### src/twsc_pkg.sv
package twsc_pkg;

  localparam int unsigned TickW = 32;
  localparam int unsigned CurW  = 31;
  localparam int unsigned TolW  = 16;

  // Register map, one word per register
  typedef enum logic [2:0] {
    REG_TOTAL = 3'd0,
    REG_MODE  = 3'd1,
    REG_END   = 3'd2,
    REG_STEP  = 3'd3,
    REG_HOLD  = 3'd4
  } twsc_reg_e;

  typedef enum logic [1:0] {
    MODE_FWD = 2'd0,
    MODE_BWD = 2'd1,
    MODE_CCW = 2'd2,
    MODE_CW  = 2'd3
  } twsc_mode_e;

  typedef struct packed {
    logic [CurW-1:0] total;
    twsc_mode_e      mode;
    logic [TolW-1:0] end_tol;
    logic [TolW-1:0] step_tol;
    logic [TolW-1:0] hold;
  } twsc_cfg_t;

  // What one wheel lane reports to the merge stage
  typedef struct packed {
    logic [TickW-1:0] target;
    logic             track_ok;
    logic             end_ok;
  } twsc_lane_t;

  typedef struct packed {
    logic             drive_valid;
    logic [TickW-1:0] right_target;
    logic [TickW-1:0] left_target;
    logic [CurW-1:0]  progress_cursor;
    logic             correction_request;
    logic             move_finished;
  } twsc_res_t;

endpackage

### src/twsc_if.sv
interface twsc_in_if;
  logic               valid;
  logic               ready;
  logic signed [31:0] right_ticks;
  logic signed [31:0] left_ticks;

  modport source (output valid, output right_ticks, output left_ticks, input ready);
  modport sink (input valid, input right_ticks, input left_ticks, output ready);
endinterface

interface twsc_out_if;
  logic               valid;
  logic               ready;
  logic               drive_valid;
  logic signed [31:0] right_target;
  logic signed [31:0] left_target;
  logic        [30:0] progress_cursor;
  logic               correction_request;
  logic               move_finished;

  modport source (output valid, output drive_valid, output right_target,
                  output left_target, output progress_cursor,
                  output correction_request, output move_finished, input ready);
  modport sink (input valid, input drive_valid, input right_target,
                input left_target, input progress_cursor,
                input correction_request, input move_finished, output ready);
endinterface

### src/two_wheel_step_trajectory_cursor_unit.sv
// Two-wheel step trajectory cursor.
// Software writes total_move_ticks, motion_mode, end_tolerance,
// step_tolerance and hold_ticks over the APB port (byte addresses 0 to 16)
// while no beat is in flight, then feeds one beat per control tick on in_i
// carrying both encoder counts. Each accepted beat yields exactly one result
// beat on out_o: wheel targets, the cursor, a correction request and the
// finished flag. The first beat after reset latches the wheel references.
// The result is registered: a beat accepted in one cycle is shown on out_o
// in the next. One beat per cycle is sustained while out_o.ready stays high;
// the right and left lanes work in parallel and the merge stage updates
// cursor, counter and finish flag in the same cycle.
// The result sits in an output register; while the receiver stalls, in_i
// still takes a beat whenever that register is empty, otherwise in_i.ready
// drops and the held result stays unchanged.
// Reset clears the references, cursor, counter, flags and configuration, but not the result payload register.
module two_wheel_step_trajectory_cursor_unit (
  input  logic        clk_i,
  input  logic        rst_ni,
  twsc_in_if.sink     in_i,
  twsc_out_if.source  out_o,
  input  logic        psel,
  input  logic        penable,
  input  logic        pwrite,
  input  logic [4:0]  paddr,
  input  logic [31:0] pwdata,
  output logic [31:0] prdata,
  output logic        pready
);
  import twsc_pkg::*;

  twsc_cfg_t   cfg;
  twsc_lane_t  right_res, left_res;
  twsc_res_t   res;
  logic        captured, cap_en;
  logic [30:0] cursor;
  logic        right_neg, left_neg;

  twsc_cfg u_cfg (
    .clk_i   (clk_i),
    .rst_ni  (rst_ni),
    .psel    (psel),
    .penable (penable),
    .pwrite  (pwrite),
    .paddr   (paddr),
    .pwdata  (pwdata),
    .prdata  (prdata),
    .pready  (pready),
    .cfg_o   (cfg)
  );

  // Wheel signs from the motion mode
  assign right_neg = (cfg.mode == MODE_BWD) || (cfg.mode == MODE_CW);
  assign left_neg  = (cfg.mode == MODE_BWD) || (cfg.mode == MODE_CCW);

  twsc_lane u_right (
    .clk_i      (clk_i),
    .rst_ni     (rst_ni),
    .cap_en_i   (cap_en),
    .captured_i (captured),
    .neg_i      (right_neg),
    .ticks_i    (in_i.right_ticks),
    .cursor_i   (cursor),
    .total_i    (cfg.total),
    .end_tol_i  (cfg.end_tol),
    .step_tol_i (cfg.step_tol),
    .res_o      (right_res)
  );

  twsc_lane u_left (
    .clk_i      (clk_i),
    .rst_ni     (rst_ni),
    .cap_en_i   (cap_en),
    .captured_i (captured),
    .neg_i      (left_neg),
    .ticks_i    (in_i.left_ticks),
    .cursor_i   (cursor),
    .total_i    (cfg.total),
    .end_tol_i  (cfg.end_tol),
    .step_tol_i (cfg.step_tol),
    .res_o      (left_res)
  );

  twsc_merge u_merge (
    .clk_i       (clk_i),
    .rst_ni      (rst_ni),
    .in_valid_i  (in_i.valid),
    .in_ready_o  (in_i.ready),
    .out_valid_o (out_o.valid),
    .out_ready_i (out_o.ready),
    .cfg_i       (cfg),
    .right_i     (right_res),
    .left_i      (left_res),
    .captured_o  (captured),
    .cap_en_o    (cap_en),
    .cursor_o    (cursor),
    .res_o       (res)
  );

  // Drive the result beat
  assign out_o.drive_valid        = res.drive_valid;
  assign out_o.right_target       = res.right_target;
  assign out_o.left_target        = res.left_target;
  assign out_o.progress_cursor    = res.progress_cursor;
  assign out_o.correction_request = res.correction_request;
  assign out_o.move_finished      = res.move_finished;

endmodule

### src/twsc_cfg.sv
module twsc_cfg (
  input  logic                clk_i,
  input  logic                rst_ni,
  input  logic                psel,
  input  logic                penable,
  input  logic                pwrite,
  input  logic [4:0]          paddr,
  input  logic [31:0]         pwdata,
  output logic [31:0]         prdata,
  output logic                pready,
  output twsc_pkg::twsc_cfg_t cfg_o
);
  import twsc_pkg::*;

  twsc_cfg_t cfg_q, cfg_d;
  logic      wr_en;
  twsc_reg_e reg_sel;

  assign pready  = 1'b1;
  assign wr_en   = psel && penable && pwrite;
  assign reg_sel = twsc_reg_e'(paddr[4:2]);

  // Decode the write beat
  always_comb begin
    cfg_d = cfg_q;
    if (wr_en) begin
      case (reg_sel)
        REG_TOTAL: cfg_d.total    = pwdata[CurW-1:0];
        REG_MODE:  cfg_d.mode     = twsc_mode_e'(pwdata[1:0]);
        REG_END:   cfg_d.end_tol  = pwdata[TolW-1:0];
        REG_STEP:  cfg_d.step_tol = pwdata[TolW-1:0];
        REG_HOLD:  cfg_d.hold     = pwdata[TolW-1:0];
        default:   cfg_d = cfg_q;
      endcase
    end
  end

  always_ff @(posedge clk_i or negedge rst_ni) begin
    if (!rst_ni) begin
      cfg_q <= '0;
    end else begin
      cfg_q <= cfg_d;
    end
  end

  // Read back
  always_comb begin
    case (reg_sel)
      REG_TOTAL: prdata = {1'b0, cfg_q.total};
      REG_MODE:  prdata = {30'd0, cfg_q.mode};
      REG_END:   prdata = {16'd0, cfg_q.end_tol};
      REG_STEP:  prdata = {16'd0, cfg_q.step_tol};
      REG_HOLD:  prdata = {16'd0, cfg_q.hold};
      default:   prdata = '0;
    endcase
  end

  assign cfg_o = cfg_q;

endmodule

### src/twsc_lane.sv
module twsc_lane (
  input  logic                 clk_i,
  input  logic                 rst_ni,
  input  logic                 cap_en_i,
  input  logic                 captured_i,
  input  logic                 neg_i,
  input  logic [31:0]          ticks_i,
  input  logic [30:0]          cursor_i,
  input  logic [30:0]          total_i,
  input  logic [15:0]          end_tol_i,
  input  logic [15:0]          step_tol_i,
  output twsc_pkg::twsc_lane_t res_o
);
  import twsc_pkg::*;

  logic [31:0] ref_q;
  logic [31:0] ref_eff;
  logic [31:0] cur_signed;
  logic [32:0] pos_diff, pos_mag;
  logic [32:0] tot_signed, end_pos, end_mag;
  logic [32:0] ticks_ext, ticks_mag;
  logic [33:0] cur_w, step_w, tol_w;

  // Latch the wheel reference on the first tick
  always_ff @(posedge clk_i or negedge rst_ni) begin
    if (!rst_ni) begin
      ref_q <= '0;
    end else if (cap_en_i) begin
      ref_q <= ticks_i;
    end
  end

  // Target: reference plus signed cursor, wrapping
  assign cur_signed   = neg_i ? (~{1'b0, cursor_i} + 32'd1) : {1'b0, cursor_i};
  assign res_o.target = ref_q + cur_signed;

  assign cur_w  = {3'd0, cursor_i};
  assign step_w = {18'd0, step_tol_i};
  assign tol_w  = {18'd0, end_tol_i};

  // Tracking: |cursor - |ticks - ref|| <= step
  assign pos_diff = {ticks_i[31], ticks_i} - {ref_q[31], ref_q};
  assign pos_mag  = pos_diff[32] ? (~pos_diff + 33'd1) : pos_diff;
  assign res_o.track_ok = ({1'b0, pos_mag} <= cur_w + step_w) &&
                          (cur_w <= {1'b0, pos_mag} + step_w);

  // End check: ||ref + sign*total| - |ticks|| <= end tolerance
  assign ref_eff    = captured_i ? ref_q : ticks_i;
  assign tot_signed = neg_i ? (~{2'b00, total_i} + 33'd1) : {2'b00, total_i};
  assign end_pos    = {ref_eff[31], ref_eff} + tot_signed;
  assign end_mag    = end_pos[32] ? (~end_pos + 33'd1) : end_pos;
  assign ticks_ext  = {ticks_i[31], ticks_i};
  assign ticks_mag  = ticks_ext[32] ? (~ticks_ext + 33'd1) : ticks_ext;
  assign res_o.end_ok = ({1'b0, end_mag} <= {1'b0, ticks_mag} + tol_w) &&
                        ({1'b0, ticks_mag} <= {1'b0, end_mag} + tol_w);

endmodule

### src/twsc_merge.sv
module twsc_merge (
  input  logic                 clk_i,
  input  logic                 rst_ni,
  input  logic                 in_valid_i,
  output logic                 in_ready_o,
  output logic                 out_valid_o,
  input  logic                 out_ready_i,
  input  twsc_pkg::twsc_cfg_t  cfg_i,
  input  twsc_pkg::twsc_lane_t right_i,
  input  twsc_pkg::twsc_lane_t left_i,
  output logic                 captured_o,
  output logic                 cap_en_o,
  output logic [30:0]          cursor_o,
  output twsc_pkg::twsc_res_t  res_o
);
  import twsc_pkg::*;

  logic            captured_q;
  logic            done_q, done_d;
  logic [CurW-1:0] cursor_q, cursor_d;
  logic [TolW-1:0] count_q, count_d;
  logic            out_valid_q;
  twsc_res_t       res_q, res_d;

  logic            accept, drive, both_track, both_end;
  logic [31:0]     gap, gap_mag, sum;
  logic            snap;
  logic [CurW-1:0] advanced;

  assign in_ready_o = !out_valid_q || out_ready_i;
  assign accept     = in_valid_i && in_ready_o;
  assign drive      = captured_q && !done_q;
  assign both_track = right_i.track_ok && left_i.track_ok;
  assign both_end   = right_i.end_ok && left_i.end_ok;
  assign cap_en_o   = accept && !captured_q;

  // Cursor step: snap to total inside the window, else step and clamp
  assign gap      = {1'b0, cursor_q} - {1'b0, cfg_i.total};
  assign gap_mag  = gap[31] ? (~gap + 32'd1) : gap;
  assign snap     = gap_mag < {16'd0, cfg_i.end_tol};
  assign sum      = {1'b0, cursor_q} + {16'd0, cfg_i.step_tol};
  assign advanced = (snap || (sum > {1'b0, cfg_i.total})) ? cfg_i.total : sum[CurW-1:0];

  always_comb begin
    cursor_d = cursor_q;
    if (accept && drive && both_track) begin
      cursor_d = advanced;
    end
  end

  // Saturating in-tolerance count and finish flag
  always_comb begin
    count_d = count_q;
    if (both_end && (count_q != '1)) begin
      count_d = count_q + 16'd1;
    end
    done_d = (count_d >= cfg_i.hold);
  end

  // Build the result beat
  always_comb begin
    res_d.drive_valid        = drive;
    res_d.right_target       = drive ? right_i.target : '0;
    res_d.left_target        = drive ? left_i.target : '0;
    res_d.progress_cursor    = cursor_q;
    res_d.correction_request = drive && !both_track;
    res_d.move_finished      = done_d;
  end

  always_ff @(posedge clk_i or negedge rst_ni) begin
    if (!rst_ni) begin
      captured_q  <= 1'b0;
      done_q      <= 1'b0;
      cursor_q    <= '0;
      count_q     <= '0;
      out_valid_q <= 1'b0;
    end else begin
      cursor_q <= cursor_d;
      if (accept) begin
        captured_q  <= 1'b1;
        done_q      <= done_d;
        count_q     <= count_d;
        out_valid_q <= 1'b1;
      end else if (out_ready_i) begin
        out_valid_q <= 1'b0;
      end
    end
  end

  // Hold the payload until the next accepted beat
  always_ff @(posedge clk_i) begin
    if (accept) begin
      res_q <= res_d;
    end
  end

  assign out_valid_o = out_valid_q;
  assign captured_o  = captured_q;
  assign cursor_o    = cursor_q;
  assign res_o       = res_q;

`ifndef SYNTHESIS
  a_cursor_frozen: assert property (@(posedge clk_i) disable iff (!rst_ni)
    !(accept && drive) |=> $stable(cursor_q))
    else $error("cursor moved without an issued target");

  a_corr_needs_drive: assert property (@(posedge clk_i) disable iff (!rst_ni)
    (out_valid_q && res_q.correction_request) |-> res_q.drive_valid)
    else $error("correction request without drive");

  a_count_monotonic: assert property (@(posedge clk_i) disable iff (!rst_ni)
    1'b1 |=> (count_q >= $past(count_q)))
    else $error("in-tolerance count decreased");

  a_capture_on_accept: assert property (@(posedge clk_i) disable iff (!rst_ni)
    $rose(captured_q) |-> $past(accept))
    else $error("references captured without an accepted beat");
`endif

endmodule
### src/flat_wrapper.sv
// flat-port wrapper written by rule: the top's interface ports become plain ports
module two_wheel_step_trajectory_cursor_unit_flat import twsc_pkg::*;
  (clk_i, rst_ni, psel, penable, pwrite, paddr, pwdata, prdata, pready, in_i_valid, in_i_right_ticks, in_i_left_ticks, in_i_ready, out_o_valid, out_o_drive_valid, out_o_right_target, out_o_left_target, out_o_progress_cursor, out_o_correction_request, out_o_move_finished, out_o_ready);
  twsc_in_if in_i_i ();
  twsc_out_if out_o_i ();
  input  logic clk_i;
  input  logic rst_ni;
  input  logic psel;
  input  logic penable;
  input  logic pwrite;
  input  logic [4:0] paddr;
  input  logic [31:0] pwdata;
  output logic [31:0] prdata;
  output logic pready;
  input wire logic [$bits(in_i_i.valid)-1:0] in_i_valid;
  input wire logic [$bits(in_i_i.right_ticks)-1:0] in_i_right_ticks;
  input wire logic [$bits(in_i_i.left_ticks)-1:0] in_i_left_ticks;
  output wire logic [$bits(in_i_i.ready)-1:0] in_i_ready;
  output wire logic [$bits(out_o_i.valid)-1:0] out_o_valid;
  output wire logic [$bits(out_o_i.drive_valid)-1:0] out_o_drive_valid;
  output wire logic [$bits(out_o_i.right_target)-1:0] out_o_right_target;
  output wire logic [$bits(out_o_i.left_target)-1:0] out_o_left_target;
  output wire logic [$bits(out_o_i.progress_cursor)-1:0] out_o_progress_cursor;
  output wire logic [$bits(out_o_i.correction_request)-1:0] out_o_correction_request;
  output wire logic [$bits(out_o_i.move_finished)-1:0] out_o_move_finished;
  input wire logic [$bits(out_o_i.ready)-1:0] out_o_ready;
  assign in_i_i.valid = in_i_valid;
  assign in_i_i.right_ticks = in_i_right_ticks;
  assign in_i_i.left_ticks = in_i_left_ticks;
  assign in_i_ready = in_i_i.ready;
  assign out_o_valid = out_o_i.valid;
  assign out_o_drive_valid = out_o_i.drive_valid;
  assign out_o_right_target = out_o_i.right_target;
  assign out_o_left_target = out_o_i.left_target;
  assign out_o_progress_cursor = out_o_i.progress_cursor;
  assign out_o_correction_request = out_o_i.correction_request;
  assign out_o_move_finished = out_o_i.move_finished;
  assign out_o_i.ready = out_o_ready;
  two_wheel_step_trajectory_cursor_unit u_core (.clk_i(clk_i), .rst_ni(rst_ni), .in_i(in_i_i), .out_o(out_o_i), .psel(psel), .penable(penable), .pwrite(pwrite), .paddr(paddr), .pwdata(pwdata), .prdata(prdata), .pready(pready));
endmodule
### config.mk
export PLATFORM = sky130hd
export DESIGN_NAME = two_wheel_step_trajectory_cursor_unit_flat
export DESIGN_NICKNAME = d
export VERILOG_FILES = /design/src/twsc_pkg.sv /design/src/twsc_if.sv /design/src/two_wheel_step_trajectory_cursor_unit.sv /design/src/twsc_cfg.sv /design/src/twsc_lane.sv /design/src/twsc_merge.sv /design/src/flat_wrapper.sv
export SDC_FILE = /design/constraint.sdc
export NUM_CORES = 2
export LEC_CHECK = 0
export ABC_CLOCK_PERIOD_IN_PS = 12710
export CAP_MARGIN = 40
export CORE_ASPECT_RATIO = 0.8
export CORE_MARGIN = 1.5
export CORE_UTILIZATION = 32
export CTS_BUF_LIST = sky130_fd_sc_hd__clkbuf_4 sky130_fd_sc_hd__clkbuf_8
export DETAILED_ROUTE_END_ITERATION = 10
export DONT_BUFFER_PORTS = 1
export GPL_ROUTABILITY_DRIVEN = 0
export PLACE_DENSITY = 0.58
export SKIP_CTS_REPAIR_TIMING = 1
export SYNTH_ARGS = -nofsm -noshare
export SYNTH_HDL_FRONTEND = slang
export SYNTH_HIERARCHICAL = 1
export SYNTH_SLANG_ARGS = --single-unit
export TNS_END_PERCENT = 100
### constraint.sdc
create_clock -name clk_i -period 12.71 [get_ports clk_i]
set_clock_uncertainty 0.2 [all_clocks]
set_input_delay 3.1775 -clock clk_i [delete_from_list [all_inputs] [get_ports clk_i]]
set_output_delay 3.1775 -clock clk_i [all_outputs]
set_load 0.01 [all_outputs]
Word-level counts from Yosys, hierarchy flattened
Cells that the tools add are included.
- $add $sub $neg: 25
- order comparisons: 11
- equal/unequal tests: 8
- muxes and demuxes: 18
- bitwise logic cells: 9
- reductions and logical operators: 30
- operator list (operator ; number):
    2-to-1 mux 33 bit ; 8
    adder 33 x 1 -> 33 bit, second input constant ; 7
    adder 33 x 16 -> 34 bit ; 6
    inverter 33 bit ; 6
    less-or-equal comparator 33 x 34 -> 1 bit ; 5
    2-to-1 mux 32 bit ; 5
    case mux 31 bit (5 select lines) ; 1
    less-or-equal comparator 31 x 34 -> 1 bit ; 2
    adder 33 bit ; 2
    subtractor 32 x 32 -> 33 bit ; 2
    adder 31 x 16 -> 32 bit ; 2
    adder 32 x 1 -> 32 bit, second input constant ; 2
    adder 32 bit ; 2
    less-or-equal comparator 33 x 32 -> 1 bit ; 1
    inverter 31 -> 33 bit ; 1
    greater-than comparator 32 x 31 -> 1 bit ; 1
    < comparator 32 x 16 -> 1 bit ; 1
    inverter 31 -> 32 bit ; 1
    inverter 32 bit ; 1
    subtractor 31 x 31 -> 32 bit ; 1
    2-to-1 mux 31 bit ; 1
    adder 16 x 1 -> 16 bit, second input constant ; 1
    greater-or-equal comparator 16 bit ; 1
    2-to-1 mux 16 bit ; 1
    13 further kinds ; 40
- register bits after elaboration: 293
- input bits: 108
- output and inout bits: 133
- word-level logic and storage cells: 119

Longest topological paths before layout
- word-level depth: 14
- mapped depth: 62

Cells and area by module
Netlist, hierarchy kept.
- by module, submodules not included (module ; instances ; cells an instance ; area an instance (um^2) ; sequential area each (um^2)):
    twsc_lane at u_core.u_right ; 1 ; 2411 ; 17787.1 ; 800.8
    twsc_lane at u_core.u_left ; 1 ; 2401 ; 17399.2 ; 800.8
    twsc_merge ; 1 ; 1292 ; 11933.9 ; 4194.0
    twsc_cfg ; 1 ; 260 ; 3733.6 ; 2026.9
    two_wheel_step_trajectory_cursor_unit ; 1 ; 5 ; 38.8 ; 0.0

Least setup slack after synthesis
Ideal clock, no wire load.
- path kind: in2reg
- start: input port in_i_right_ticks[22]
- end: register u_core.u_merge.done_q
- data arrival time: 12.930 ns
- setup slack: -0.731 ns
- cell stages on the path: 54
- path buffers: 5
- cells stage by stage: clkbuf_1 mux2_2 ha_1 clkbuf_1 nand3_1 nor3b_1 o21a_1 a31oi_1 o311ai_1 and2_1 buf_2 clkbuf_1 clkbuf_1 o21ai_0 fa_1 a21o_1 a21oi_1 o21bai_1 [18 not listed] o211ai_1 a22oi_1 nand3_1 xor2_1 ha_1 nand2b_1 a21o_1 a21o_1 a21o_1 a21o_1 a21o_1 a21oi_1 nor2b_1 o21ai_0 a21oi_1 o31ai_1 a21o_1 a31oi_1
- RTL lines (element ; RTL line ; text):
    start: declaration ; flat_wrapper.sv:16 ; input wire logic [$bits(in_i_i.right_ticks)-1:0] in_i_right_ticks;
    end signal: assignment ; twsc_merge.sv:81 ; done_q <= done_d;
    end: declaration ; twsc_merge.sv:19 ; logic done_q, done_d;

==> flow_metrics.tcl <==
set metrics [dict create \
    outcome "finished, final reports clean" \
    yosysMostFrequentCell "ha_1" \
    grt.total_usage_pct 23.7 \
    fin_util_pct 36.5 \
    htreeDepth 2 \
    synth-seq-cells 293 \
    cp-start-kind "primary input" \
    root_buffer "clkbuf_8" \
    core_region_area_mm2 0.157 \
    synth_area_leaders "ha_1 (17%), dfrtp_1 (9.6%), xnor2_1 (8.7%), edfxtp_1 (5.8%), a21oi_1 (4.0%)" \
    setup_viol 0 \
    rrSetupSlack_ns 0.59 \
    ys_seq_area_share_pct 15.4 \
    port_buffers 0 \
    maxCapViolCount 0 \
    grt_pass1_vias 46200 \
    syn_area_mm2 0.0509 \
    vdd_drop_max_uv 191 \
    gr-total-overflow 0 \
    power_leakage_nw 24.6 \
    cts.clk_slew.worst_paths_ns 0.07 \
    tns_ns 0 \
    synth_common_cells "ha_1 (699), nand2_1 (518), xnor2_1 (504)" \
    max_freq_mhz 81.7 \
    fillers 16400 \
    ios 241 \
    clk_latency_ns 0.82 \
    synth_top_family_by_area "compound AO/OA/AOI/OAI gates" \
    dp.cells 8650 \
    wirelength_mm 202 \
    synthesis.nets 7192 \
    syn_avg_cell_area_um2 7.99 \
    layoutNonFillerInstCount 8782 \
    relSlewSlack_pct 33.6 \
    worstSetupPathType "primary input to flip-flop" \
    vias_per_cell 5.78 \
    drive_gt1_share_pct 13.6 \
    synth_cell_type_count 125 \
    muxShareOfSynthArea_pct 3.99 \
    numCtsBuffers 61 \
    synth_fa_ha_area_share_pct 17.8 \
    synth_area_leader_cell "ha_1" \
    holdWs_ns 0.313 \
    finalHoldViolations 0 \
    synth_compound_area_share_pct 24.8 \
    firstDrtPassIters 6 \
    critPathCaptureType "flip-flop" \
    synth_top_area_share_pct 17.2 \
    min_period_ns 12.24 \
    synth_edf_count 98 \
    initial_core_util_pct 32.3 \
    antenna_found_initial 16 \
    clock-sinks 293 \
    worstPathRequired_ns 13.04 \
    hp-class "flip-flop to flip-flop" \
    drc 0 \
    yosys.area_share.simple_pct 20.5 \
    synth_xor_area_share_pct 12.6 \
    fin_crit_sh_pct 96.3 \
    dr_total_vias 50800 \
    cts.path.max_buffers 3 \
    rows 130 \
    ant_nets 0 \
    final-seq-area_mm2 0.00783 \
    yosysWarnings 6 \
    power_density_mw_per_mm2 346 \
    multi_input_area_mm2 0.0408 \
    drt_iter0_drc 5181 \
    drv_slew 0 \
    die_y_um 360 \
    synthArstFlopShare_pct 66.6 \
    area.growth.synth_to_final_pct 13.0 \
    cp_slowest_cell "fa_1" \
    synth_ff_type "dfrtp_1" \
    worst_slew_pin_slew_ns 0.985 \
    die-area_mm2 0.161 \
    crit_path_max_fanout 4 \
    fin_total_pwr_w 0.0199 \
    synth_cells 6369 \
    nets 7430 \
    hpwl_mm 160 \
    worstPathArrival_ns 12.57 \
    die_x_um 449 \
    grt_pass1_wl_mm 293 \
    cts_tree "built" \
    cp_slowest_stage_delay_ns 0.41 \
    grt_max_degree 196 \
    crit_family "compound AO/OA/AOI/OAI gates" \
    cp.buffers_inverters 3 \
    wire_per_inst_um 23.0 \
    crit_path_frequent_cell "a21o_1" \
]
## flip-flops by register name, summed over array words and instances, names as in the netlist
signal and flops:
u_core/u_merge/captured_o 1, u_core/u_merge/done_q 1, u_core/u_left/ref_q 32, u_core/u_cfg/cfg_o 81, u_core/u_merge/count_q 16, u_core/u_merge/out_valid_o 1, u_core/u_merge/cursor_o 31, u_core/u_right/ref_q 32
u_core/u_merge/res_o 98
## path summary, 6_finish.rpt
check / from / to / cells after the start
hold reg to reg: u_core/u_merge/count_q[8] / u_core/u_merge/count_q[8] / 1
max in group asynchronous: rst_ni / u_core/u_left/ref_q[14] / 0
min in group asynchronous: rst_ni / u_core/u_merge/count_q[15] / 0
hold / removal: u_core/u_merge/count_q[8] / u_core/u_merge/count_q[8] / 1
setup / recovery: in_i_left_ticks[0] / u_core/u_merge/res_o[0] / 53
setup reg to reg: u_core/u_cfg/cfg_o[66] / u_core/u_merge/res_o[0] / 55
## metrics by stage
stage	instance area, µm²	setup WS [ns]
floorplan	51000	0.0000711
global placement	55600	-0.762
detailed placement	55900	-0.551
CTS	57300	0.252
global route	57500	-0.0722
finish	57500	0.473
## layout by cell type (no fill, tap or decap), types with 72 or more instances in the layout
| cell type | n |
|---|---|
| a21o_1 | 200 |
| dfrtp_1 | 194 |
| mux2_2 | 117 |
| nor2_1 | 345 |
| inv_1 | 338 |
| o31ai_1 | 94 |
| nor3_1 | 115 |
| edfxtp_1 | 98 |
| xor2_1 | 217 |
| nand2b_1 | 82 |
| and2_1 | 135 |
| o21a_1 | 75 |
| ha_1 | 697 |
| buf_4 | 418 |
| xnor2_1 | 504 |
| o21ai_0 | 399 |
| and3_1 | 72 |
| nand2_1 | 517 |
| a21oi_1 | 399 |
| nand4_1 | 119 |
| nand3_1 | 195 |
## cells by family after synthesis
logic type	count (synthesis)
multiplexers	173
AO/OA/AOI/OAI	1863
XOR/XNOR	726
adder cells (fa/ha/maj)	715
flip-flops	293
buffers and inverters	600
AND/OR/NAND/NOR	1993
other	6
## layer usage
layer	vias up	global-route usage, %	wire (µm)
met4	4	8.50	7370
met2	2107	35.6	85100
met1	24300	32.9	90100
met3	263	5.25	19400
met5	-	0	27
li1	24100	-	-
## final cells by class
| cell class | count | area share (%) |
|---|---|---|
| inverters | 340 | 2.23 |
| multi-input cells | 5476 | 71.0 |
| clock buffers | 83 | 1.82 |
| clock inverters | 30 | 0.609 |
| flip-flops and latches | 293 | 13.6 |
| repair buffers | 435 | 6.08 |
| well taps | 2112 | 4.60 |
| diodes | 13 | 0.0566 |
## power breakdown
| group | switching, W | total, W | internal (W) | leakage, nW |
|---|---|---|---|---|
| logic | 0.00962 | 0.0170 | 0.00738 | 20.5 |
| registers | 0.000353 | 0.00167 | 0.00132 | 3.32 |
| clock network | 0.000553 | 0.00122 | 0.000666 | 0.727 |
Power figures use the tool's default switching activity.
